[src/rtl/apl_pkg.sv]
// ----------------------------------------------------------------------------
// apl_pkg
// shared constants for the audio peak limiter: register map, reset values
// ----------------------------------------------------------------------------
`default_nettype none

package apl_pkg;

  localparam int DEF_SAMPLE_BITS = 16;

  localparam int CFG_IDX_BITS  = 3;
  localparam int CFG_DATA_BITS = 16;

  localparam logic [CFG_IDX_BITS-1:0] REG_LIMITER_ENABLE  = 3'd0;
  localparam logic [CFG_IDX_BITS-1:0] REG_PEAK_SCALE      = 3'd1;
  localparam logic [CFG_IDX_BITS-1:0] REG_THRESHOLD_LEVEL = 3'd2;
  localparam logic [CFG_IDX_BITS-1:0] REG_CEILING_LEVEL   = 3'd3;
  localparam logic [CFG_IDX_BITS-1:0] REG_ATTACK_COEF     = 3'd4;
  localparam logic [CFG_IDX_BITS-1:0] REG_RELEASE_COEF    = 3'd5;

  localparam logic [15:0] RST_PEAK_SCALE   = 16'd32768;
  localparam logic [15:0] RST_THRESHOLD    = 16'd32768;
  localparam logic [15:0] RST_CEILING      = 16'd32768;
  localparam logic [15:0] RST_ATTACK_COEF  = 16'd64188;
  localparam logic [15:0] RST_RELEASE_COEF = 16'd65522;

  localparam logic [16:0] UNITY_Q16 = 17'd65536;
  localparam logic [16:0] FLOOR_Q16 = 17'd6;
  localparam logic [16:0] MAX17     = 17'd131071;

endpackage

`default_nettype wire

[src/rtl/apl_if.sv]
// ----------------------------------------------------------------------------
// apl_in_if / apl_out_if
// valid/ready channels carrying limiter sample words in and results out
// ----------------------------------------------------------------------------
`default_nettype none

interface apl_in_if #(
  parameter int SAMPLE_BITS = 16
);
  logic                          valid;
  logic                          ready;
  logic signed [SAMPLE_BITS-1:0] sample_in;

  modport source (output valid, output sample_in, input ready);
  modport sink (input valid, input sample_in, output ready);
endinterface

interface apl_out_if #(
  parameter int SAMPLE_BITS = 16
);
  logic                          valid;
  logic                          ready;
  logic signed [SAMPLE_BITS-1:0] sample_out;
  logic                          clipped;
  logic [31:0]                   clip_count;

  modport source (output valid, output sample_out, output clipped, output clip_count,
                  input ready);
  modport sink (input valid, input sample_out, input clipped, input clip_count,
                output ready);
endinterface

`default_nettype wire

[src/rtl/audio_peak_limiter_top.sv]
// ----------------------------------------------------------------------------
// audio_peak_limiter_top
// peak limiter with attack/release envelope, smoothed gain and hard clamp
// ----------------------------------------------------------------------------
// usage
//   in_ch carries one signed sample word; out_ch returns one result word per
//   input: limited/clamped sample, clamp flag and saturating clamp count.
//   cfg_we/cfg_index/cfg_data write the six control registers; write them
//   only while the block is idle. unknown indexes are dropped.
// sequencing
//   one shared multiplier (sample-width+1, at least 17, by 17 bits) and a
//   one-bit-per-cycle restoring divider do all the math under a small sequencer.
//   limiter enabled: scale, level, envelope, limit and compare steps, a
//   divide only when the envelope is over the limit and above a floor, then
//   gain smoothing, apply, ceiling and output steps.
//   limiter disabled: scale, ceiling and output steps only.
//   in_ch.ready is high only while idle, so one word is in the sequencer at a time.
// reset
//   synchronous active-high rst restores register defaults, clears the
//   envelope and clamp count, sets unity gain and empties the output.
// stall
//   the result sits in an output register; a new word is taken while it
//   waits, but the next result holds in the sequencer until out_ch drains.
// ----------------------------------------------------------------------------
`default_nettype none

module audio_peak_limiter_top #(
  parameter int SAMPLE_BITS = apl_pkg::DEF_SAMPLE_BITS
) (
  input  wire                                      clk,
  input  wire                                      rst,
  apl_in_if.sink                                   in_ch,
  apl_out_if.source                                out_ch,
  input  wire                                      cfg_we,
  input  wire  [apl_pkg::CFG_IDX_BITS-1:0]         cfg_index,
  input  wire  [apl_pkg::CFG_DATA_BITS-1:0]        cfg_data
);
  import apl_pkg::*;

  localparam int SB = SAMPLE_BITS;
  // multiplier operand widths: a holds the scaled magnitude or a q1.16 value
  localparam int MA = (SB + 1 > 17) ? SB + 1 : 17;
  localparam int MW = MA + 17;
  localparam int AW = 35;
  // q.(SB-1) to q.16 conversion
  localparam int QL = (SB <= 17) ? 17 - SB : 0;
  localparam int QR = (SB > 17) ? SB - 17 : 0;
  localparam int QW = MA + QL + 1;
  localparam logic [QW-1:0] QRND = (QR > 0) ? (QW'(1) << (QR - 1)) : '0;
  // q2.30 to sample conversion for the ceiling
  localparam int HL = (SB >= 31) ? SB - 31 : 0;
  localparam int HR = (SB >= 31) ? 0 : 31 - SB;
  localparam int HW = MW + 2;
  localparam logic [HW-1:0] HRND = (HR > 0) ? (HW'(1) << (HR - 1)) : '0;
  localparam int CW = MA + 2;

  // sequencer states
  localparam logic [3:0] S_IDLE  = 4'd0;
  localparam logic [3:0] S_MAG   = 4'd1;
  localparam logic [3:0] S_LEVEL = 4'd2;
  localparam logic [3:0] S_ENV0  = 4'd3;
  localparam logic [3:0] S_ENV1  = 4'd4;
  localparam logic [3:0] S_ENV2  = 4'd5;
  localparam logic [3:0] S_LIM   = 4'd6;
  localparam logic [3:0] S_CMP   = 4'd7;
  localparam logic [3:0] S_DIV   = 4'd8;
  localparam logic [3:0] S_G0    = 4'd9;
  localparam logic [3:0] S_G1    = 4'd10;
  localparam logic [3:0] S_G2    = 4'd11;
  localparam logic [3:0] S_APPLY = 4'd12;
  localparam logic [3:0] S_HARD  = 4'd13;
  localparam logic [3:0] S_OUT   = 4'd14;

  // control registers
  logic        limiter_enable;
  logic [15:0] peak_scale;
  logic [15:0] threshold_level;
  logic [15:0] ceiling_level;
  logic [15:0] attack_coef;
  logic [15:0] release_coef;

  // long-lived state
  logic [16:0] envelope;
  logic [16:0] smoothed_gain;
  logic [31:0] clip_counter;

  // per-word working registers
  logic [3:0]    state;
  logic          neg;
  logic [SB-1:0] mag;
  logic [MA-1:0] m;
  logic [16:0]   level;
  logic [15:0]   coef;
  logic [AW-1:0] acc;
  logic [18:0]   limit;
  logic [17:0]   rem;
  logic [15:0]   quot;
  logic [3:0]    div_cnt;
  logic [16:0]   target;
  logic [SB+1:0] hard;

  // output register
  logic                   out_valid;
  logic signed [SB-1:0]   out_sample;
  logic                   out_clipped;

  // shared multiplier
  logic [MA-1:0] mul_a;
  logic [16:0]   mul_b;
  logic [MW-1:0] prod;
  logic [15:0]   coef_sel;

  always_comb begin
    coef_sel = attack_coef;
    mul_a    = '0;
    mul_b    = '0;
    case (state)
      S_MAG: begin
        mul_a = MA'(mag);
        mul_b = {1'b0, peak_scale};
      end
      S_ENV0: begin
        coef_sel = (level > envelope) ? attack_coef : release_coef;
        mul_a    = MA'(level);
        mul_b    = UNITY_Q16 - {1'b0, coef_sel};
      end
      S_ENV1: begin
        mul_a = MA'(envelope);
        mul_b = {1'b0, coef};
      end
      S_LIM: begin
        mul_a = MA'(threshold_level);
        mul_b = {1'b0, peak_scale};
      end
      S_G0: begin
        coef_sel = (target < smoothed_gain) ? attack_coef : release_coef;
        mul_a    = MA'(target);
        mul_b    = UNITY_Q16 - {1'b0, coef_sel};
      end
      S_G1: begin
        mul_a = MA'(smoothed_gain);
        mul_b = {1'b0, coef};
      end
      S_APPLY: begin
        mul_a = m;
        mul_b = smoothed_gain;
      end
      S_HARD: begin
        mul_a = MA'(ceiling_level);
        mul_b = {1'b0, peak_scale};
      end
      default: begin
        mul_a = '0;
        mul_b = '0;
      end
    endcase
  end

  assign prod = MW'(mul_a) * MW'(mul_b);

  // rounded shifts of the product and accumulator
  logic [MW:0]   prod_r15;
  logic [MW:0]   prod_r14;
  logic [MW:0]   prod_r16;
  logic [AW:0]   acc_r16;
  logic [QW-1:0] lv_w;
  logic [16:0]   lv_sat;
  logic [HW-1:0] hard_w;
  logic [17:0]   rem_sh;

  assign prod_r15 = ({1'b0, prod} + (MW+1)'(1 << 14)) >> 15;
  assign prod_r14 = ({1'b0, prod} + (MW+1)'(1 << 13)) >> 14;
  assign prod_r16 = ({1'b0, prod} + (MW+1)'(1 << 15)) >> 16;
  assign acc_r16  = ({1'b0, acc} + (AW+1)'(1 << 15)) >> 16;
  assign lv_w     = ((QW'(m) << QL) + QRND) >> QR;
  assign lv_sat   = (lv_w > QW'(MAX17)) ? MAX17 : lv_w[16:0];
  assign hard_w   = ((HW'(prod) << HL) + HRND) >> HR;
  assign rem_sh   = {rem[16:0], 1'b0};

  // final clamp, ceiling first then the sample range
  logic [CW-1:0] m_c;
  logic [CW-1:0] hard_c;
  logic [CW-1:0] lim_max;
  logic [CW-1:0] m_h;
  logic [CW-1:0] m_f;
  logic          clip;
  logic [SB-1:0] out_mag;

  always_comb begin
    m_c     = CW'(m);
    hard_c  = CW'(hard);
    lim_max = neg ? (CW'(1) << (SB - 1)) : ((CW'(1) << (SB - 1)) - CW'(1));
    clip    = 1'b0;
    m_h     = m_c;
    if (m_c > hard_c) begin
      m_h  = hard_c;
      clip = 1'b1;
    end
    m_f = m_h;
    if (m_h > lim_max) begin
      m_f  = lim_max;
      clip = 1'b1;
    end
    out_mag = neg ? SB'(-m_f) : SB'(m_f);
  end

  logic out_free;
  assign out_free = !out_valid || out_ch.ready;

  assign in_ch.ready       = (state == S_IDLE);
  assign out_ch.valid      = out_valid;
  assign out_ch.sample_out = out_sample;
  assign out_ch.clipped    = out_clipped;
  assign out_ch.clip_count = clip_counter;

  // configuration writes
  always_ff @(posedge clk) begin
    if (rst) begin
      limiter_enable  <= 1'b1;
      peak_scale      <= RST_PEAK_SCALE;
      threshold_level <= RST_THRESHOLD;
      ceiling_level   <= RST_CEILING;
      attack_coef     <= RST_ATTACK_COEF;
      release_coef    <= RST_RELEASE_COEF;
    end else if (cfg_we) begin
      case (cfg_index)
        REG_LIMITER_ENABLE:  limiter_enable  <= cfg_data[0];
        REG_PEAK_SCALE:      peak_scale      <= cfg_data;
        REG_THRESHOLD_LEVEL: threshold_level <= cfg_data;
        REG_CEILING_LEVEL:   ceiling_level   <= cfg_data;
        REG_ATTACK_COEF:     attack_coef     <= cfg_data;
        REG_RELEASE_COEF:    release_coef    <= cfg_data;
        default: ;
      endcase
    end
  end

  // sequencer and state
  always_ff @(posedge clk) begin
    if (rst) begin
      state         <= S_IDLE;
      envelope      <= '0;
      smoothed_gain <= UNITY_Q16;
      clip_counter  <= '0;
      out_valid     <= 1'b0;
    end else begin
      // output word loads from the sequencer or drains to the receiver
      if ((state == S_OUT) && out_free) begin
        out_valid <= 1'b1;
      end else if (out_ch.ready) begin
        out_valid <= 1'b0;
      end
      case (state)
        S_IDLE: begin
          if (in_ch.valid) begin
            neg   <= in_ch.sample_in[SB-1];
            mag   <= in_ch.sample_in[SB-1] ? SB'(-in_ch.sample_in) : in_ch.sample_in;
            state <= S_MAG;
          end
        end
        S_MAG: begin
          m     <= MA'(prod_r15);
          state <= limiter_enable ? S_LEVEL : S_HARD;
        end
        S_LEVEL: begin
          level <= lv_sat;
          state <= S_ENV0;
        end
        S_ENV0: begin
          coef  <= coef_sel;
          acc   <= AW'(prod);
          state <= S_ENV1;
        end
        S_ENV1: begin
          acc   <= acc + AW'(prod);
          state <= S_ENV2;
        end
        S_ENV2: begin
          envelope <= acc_r16[16:0];
          state    <= S_LIM;
        end
        S_LIM: begin
          limit <= 19'(prod_r14);
          state <= S_CMP;
        end
        S_CMP: begin
          if ((19'(envelope) > limit) && (envelope > FLOOR_Q16)) begin
            rem     <= limit[17:0];
            quot    <= '0;
            div_cnt <= '0;
            state   <= S_DIV;
          end else begin
            target <= UNITY_Q16;
            state  <= S_G0;
          end
        end
        S_DIV: begin
          // restoring divide, one quotient bit a cycle
          if (rem_sh >= {1'b0, envelope}) begin
            rem  <= rem_sh - {1'b0, envelope};
            quot <= {quot[14:0], 1'b1};
          end else begin
            rem  <= rem_sh;
            quot <= {quot[14:0], 1'b0};
          end
          div_cnt <= div_cnt + 4'd1;
          if (div_cnt == 4'd15) begin
            // target taken from the divider as it finishes
            target <= {1'b0, quot[14:0], (rem_sh >= {1'b0, envelope})};
            state  <= S_G0;
          end
        end
        S_G0: begin
          coef  <= coef_sel;
          acc   <= AW'(prod);
          state <= S_G1;
        end
        S_G1: begin
          acc   <= acc + AW'(prod);
          state <= S_G2;
        end
        S_G2: begin
          smoothed_gain <= acc_r16[16:0];
          state         <= S_APPLY;
        end
        S_APPLY: begin
          m     <= MA'(prod_r16);
          state <= S_HARD;
        end
        S_HARD: begin
          hard  <= (SB+2)'(hard_w);
          state <= S_OUT;
        end
        S_OUT: begin
          if (out_free) begin
            out_sample  <= out_mag;
            out_clipped <= clip;
            if (clip && (clip_counter != 32'hFFFF_FFFF)) begin
              clip_counter <= clip_counter + 32'd1;
            end
            state <= S_IDLE;
          end
        end
        default: state <= S_IDLE;
      endcase
    end
  end

endmodule

`default_nettype wire

[src/flat_wrapper.sv]
// flat-port wrapper written by rule: the top's interface ports become plain ports
module audio_peak_limiter_top_flat import apl_pkg::*;
#(
  parameter int SAMPLE_BITS = apl_pkg::DEF_SAMPLE_BITS
)
  (clk, rst, cfg_we, cfg_index, cfg_data, in_ch_valid, in_ch_sample_in, in_ch_ready, out_ch_valid, out_ch_sample_out, out_ch_clipped, out_ch_clip_count, out_ch_ready);
  apl_in_if #(.SAMPLE_BITS(SAMPLE_BITS)) in_ch_i ();
  apl_out_if #(.SAMPLE_BITS(SAMPLE_BITS)) out_ch_i ();
  input  wire clk;
  input  wire rst;
  input  wire cfg_we;
  input  wire  [apl_pkg::CFG_IDX_BITS-1:0] cfg_index;
  input  wire  [apl_pkg::CFG_DATA_BITS-1:0] cfg_data;
  input wire logic [$bits(in_ch_i.valid)-1:0] in_ch_valid;
  input wire logic [$bits(in_ch_i.sample_in)-1:0] in_ch_sample_in;
  output wire logic [$bits(in_ch_i.ready)-1:0] in_ch_ready;
  output wire logic [$bits(out_ch_i.valid)-1:0] out_ch_valid;
  output wire logic [$bits(out_ch_i.sample_out)-1:0] out_ch_sample_out;
  output wire logic [$bits(out_ch_i.clipped)-1:0] out_ch_clipped;
  output wire logic [$bits(out_ch_i.clip_count)-1:0] out_ch_clip_count;
  input wire logic [$bits(out_ch_i.ready)-1:0] out_ch_ready;
  assign in_ch_i.valid = in_ch_valid;
  assign in_ch_i.sample_in = in_ch_sample_in;
  assign in_ch_ready = in_ch_i.ready;
  assign out_ch_valid = out_ch_i.valid;
  assign out_ch_sample_out = out_ch_i.sample_out;
  assign out_ch_clipped = out_ch_i.clipped;
  assign out_ch_clip_count = out_ch_i.clip_count;
  assign out_ch_i.ready = out_ch_ready;
  audio_peak_limiter_top #(.SAMPLE_BITS(SAMPLE_BITS)) u_core (.clk(clk), .rst(rst), .in_ch(in_ch_i), .out_ch(out_ch_i), .cfg_we(cfg_we), .cfg_index(cfg_index), .cfg_data(cfg_data));
endmodule
[config.mk]
export PLATFORM = sky130hd
export DESIGN_NAME = audio_peak_limiter_top_flat
export DESIGN_NICKNAME = d
export VERILOG_FILES = /design/src/rtl/apl_pkg.sv /design/src/rtl/apl_if.sv /design/src/rtl/audio_peak_limiter_top.sv /design/src/flat_wrapper.sv
export SDC_FILE = /design/constraint.sdc
export NUM_CORES = 2
export LEC_CHECK = 0
export BUFFER_PORTS_ARGS = -buffer_cell sky130_fd_sc_hd__buf_2
export CAP_MARGIN = 20
export CORE_ASPECT_RATIO = 0.75
export CORE_MARGIN = 2
export CORE_UTILIZATION = 40
export DETAILED_ROUTE_END_ITERATION = 16
export PLACE_DENSITY = 0.59
export SYNTH_ARGS = -nofsm -noshare
export SYNTH_HDL_FRONTEND = slang
export SYNTH_SLANG_ARGS = --single-unit
[constraint.sdc]
create_clock -name clk -period 10.6 [get_ports clk]
set_input_delay 1.59 -clock clk [delete_from_list [all_inputs] [get_ports clk]]
set_output_delay 1.59 -clock clk [all_outputs]
set_load 0.02 [all_outputs]
==> out/qor.csv <==
metric;value;unit
cts_tree;built;
num_rows;89;
power_frac_comb;0.313;
rsz0062_at_grt;yes;
grt_overflow_total;0;
die-area;82500;sq um
place_ws;-255;ps
drc_errors;0;
detail_route.first_pass.iterations;6;
synth-seq-cells;359;
worstPathMaxFanout;11;
routed_wl;104000;um
cap_violations;0;
startpoint_type;flop;
yosysTopAreaCell;edfxtp_1;
synth_edf_count;207;
finClkSkew;35.4;ps
internal_power;2.92;mW
synth_top_area_frac;0.194;
end_kind;flop;
grt_pass1_vias;25781;
clock-sinks;359;
drv_slew;0;
wl_met3;10400;um
grt_pass1_wl;157000;um
htree_levels;2;
synth_warnings;0;
avgSynthCellArea;8.80;sq um
ys_seq_area_frac;0.288;
grt_usage;0.246;
worstPathRequired;10910;ps
cpPeakStageDelay;560;ps
synth_fa_ha_area_frac;0.237;
ys.flop_type;edfxtp_1;
cp_top_family;adder cells;
top_level_ports;91;
cts.path.max_buffers;3;
powerDensity;117;nW/um^2
wl_per_cell;20.6;um
yosysUniqueCellTypes;111;
numCtsBuffers;39;
synthArstFlopShare;0;
syn_nets;4161;
synth_compound_area_frac;0.143;
power_frac_seq;0.354;
seq_area;9270;sq um
cp_common_cell;fa_1;
die_x;331;um
antenna_found_initial;4;
drive_gt1_frac;0.184;
finalNonFillerCells;5032;
synth-simple-area-share;0.189;
routed.top_layer;met4;
antenna_left;0;
cp_slowest_cell;fa_1;
synth_top_family_by_area;adder cells;
die_h;249;um
clk_latency;610;ps
path_buf_inv;14;
clockRootBuffer;clkbuf_16;
power.share.clock;0.333;
switching_share;0.347;
dr_total_vias;27867;
drt-vias-per-instance;5.54;
synthCells;3649;
min_period;10390;ps
first_iter_violations;2931;
critPathKind;reg2reg;
min_period_over_period;0.980;
dp_cells;4919;
multi_input_area;21400;sq um
p_leak;16.3;nW
synth_xor_area_frac;0.0467;
timing_hold_violations_final;0;
tns;0;ps
max_slew_margin;0.263;
grt_max_degree;90;
portBuffers;90;
worst_slew_pin_slew;1110;ps
worst_slack;210;ps
syn_area;32100;sq um
gp_congestion;0.981;
dp_hpwl;81000;um
core;79100;sq um
ir_drop;126;uV
p_switching;1.55;mW
outcome;finished, final reports clean;
antenna_cells;0;
synth.area.top_cells;edfxtp_1, fa_1, ha_1, dfxtp_1, nand2_1;
nets;4468;
synthMuxAreaShare;0.0230;
total_power;4.48;mW
fillers;7485;
area_growth;18.9;%
fmax;96.2;MHz
holdWs;457;ps
start_util;0.406;
wl_met1;50300;um
clkTransAtPathRegs;70;ps
setup_viol;0;
met2_length;41600;um
arrival;10700;ps
hp-class;reg2reg;
[worst paths after layout]
kind	startpoint	end	slack (ps)	depth (start not counted)
max	u_core.level[10]	u_core.hard[17]	210	43
min	u_core.ceiling_level[11]	u_core.ceiling_level[11]	460	2
max reg2reg	u_core.level[10]	u_core.hard[17]	210	43
min reg2reg	u_core.ceiling_level[11]	u_core.ceiling_level[11]	460	2
[cells in the mapped netlist (62+ instances only)]
| cell type | instances |
|---|---|
| nand2_1 | 521 |
| dfxtp_1 | 152 |
| a21oi_1 | 210 |
| edfxtp_1 | 207 |
| a22oi_1 | 66 |
| nor2_1 | 244 |
| fa_1 | 225 |
| xnor2_1 | 103 |
| nand3_1 | 62 |
| ha_1 | 247 |
| o21ai_0 | 143 |
| clkbuf_1 | 122 |
| inv_1 | 443 |
| xor2_1 | 62 |
| nor3_1 | 64 |
| and2_1 | 80 |
[worst min-delay path, delay by kind of cell, from the launching register on]
family             cells  cell delay [ps]
and+or+nand+nor        1               50
DFF                    1              310
AOI/OAI and AO/OA      1               50
[cell families after synthesis]
kind of cell | after synthesis
AND/OR/NAND/NOR | 1268
adder cells (fa/ha/maj) | 472
buffers and inverters | 608
flip-flops | 359
XOR/XNOR | 168
AO/OA/AOI/OAI | 703
multiplexers | 71
[flip-flops by register name, indices dropped and copies added (netlist names), 4 cells and up]
name and count:
u_core.acc 33, u_core.out_ch.clip_count 32, u_core.limit 19, u_core.hard 18
u_core.envelope 17, u_core.level 17, u_core.m 17, u_core.rem 17
u_core.smoothed_gain 17, u_core.target 17, u_core.attack_coef 16, u_core.ceiling_level 16
u_core.coef 16, u_core.mag 16, u_core.out_ch.sample_out 16, u_core.peak_scale 16
u_core.release_coef 16, u_core.threshold_level 16, u_core.quot 15, u_core.div_cnt 4
u_core.state 4
[cells in the final DEF (no fill, tap or decap), types with 47 or more instances in the layout]
master	count
buf_4	321
buf_2	89
nand2_1	513
nand3_1	57
a21oi_1	193
nor3_1	58
dfxtp_1	147
a22oi_1	65
nand4_1	47
fa_1	211
xnor2_1	98
xor2_1	57
edfxtp_1	207
inv_1	431
o21ai_0	127
and2_1	74
a211oi_1	48
nor2_1	234
ha_1	226
[layer usage]
| layer | GRT usage | up-vias |
|---|---|---|
| met5 | 0 | - |
| met4 | 0.0395 | 0 |
| met3 | 0.0632 | 94 |
| met2 | 0.328 | 1067 |
| met1 | 0.394 | 13603 |
| li1 | - | 13103 |
[power groups by stage]
stage | Sequential, mW | Combinational [mW] | Clock [mW]
3_5_place_dp | 1.61 | 1.27 | 0
4_1_cts | 1.58 | 1.30 | 1.50
5_1_grt | 1.59 | 1.53 | 1.56
6_report | 1.59 | 1.40 | 1.49
3_3_place_gp | 1.61 | 1.27 | 0
2_1_floorplan | 1.59 | 0.774 | 0
[area by class of cell]
class                      instances  share of cell area
sequential                       359               0.243
tap                             1046              0.0343
clock inverter                    21             0.00679
clock buffer                      50              0.0291
multi-input combinational       2682               0.561
inverter                         447              0.0440
timing repair buffer             427              0.0817
[timing repair]
action	in CTS	in global routing
setup endpoints to repair	13	33
hold buffers	0	0
cloned	0	1
setup buffers	12	30
gates resized for setup	28	163
pin swaps	26	98
[through the flow]
stage | utilization | cell area [sq um]
global route | 0.483 | 38200
detailed placement | 0.450 | 35600
floorplan | - | 32100
CTS | 0.470 | 37100
global placement | 0.450 | 35600
finish | 0.483 | 38200
Note: power is estimated with default switching activity, not from simulation.
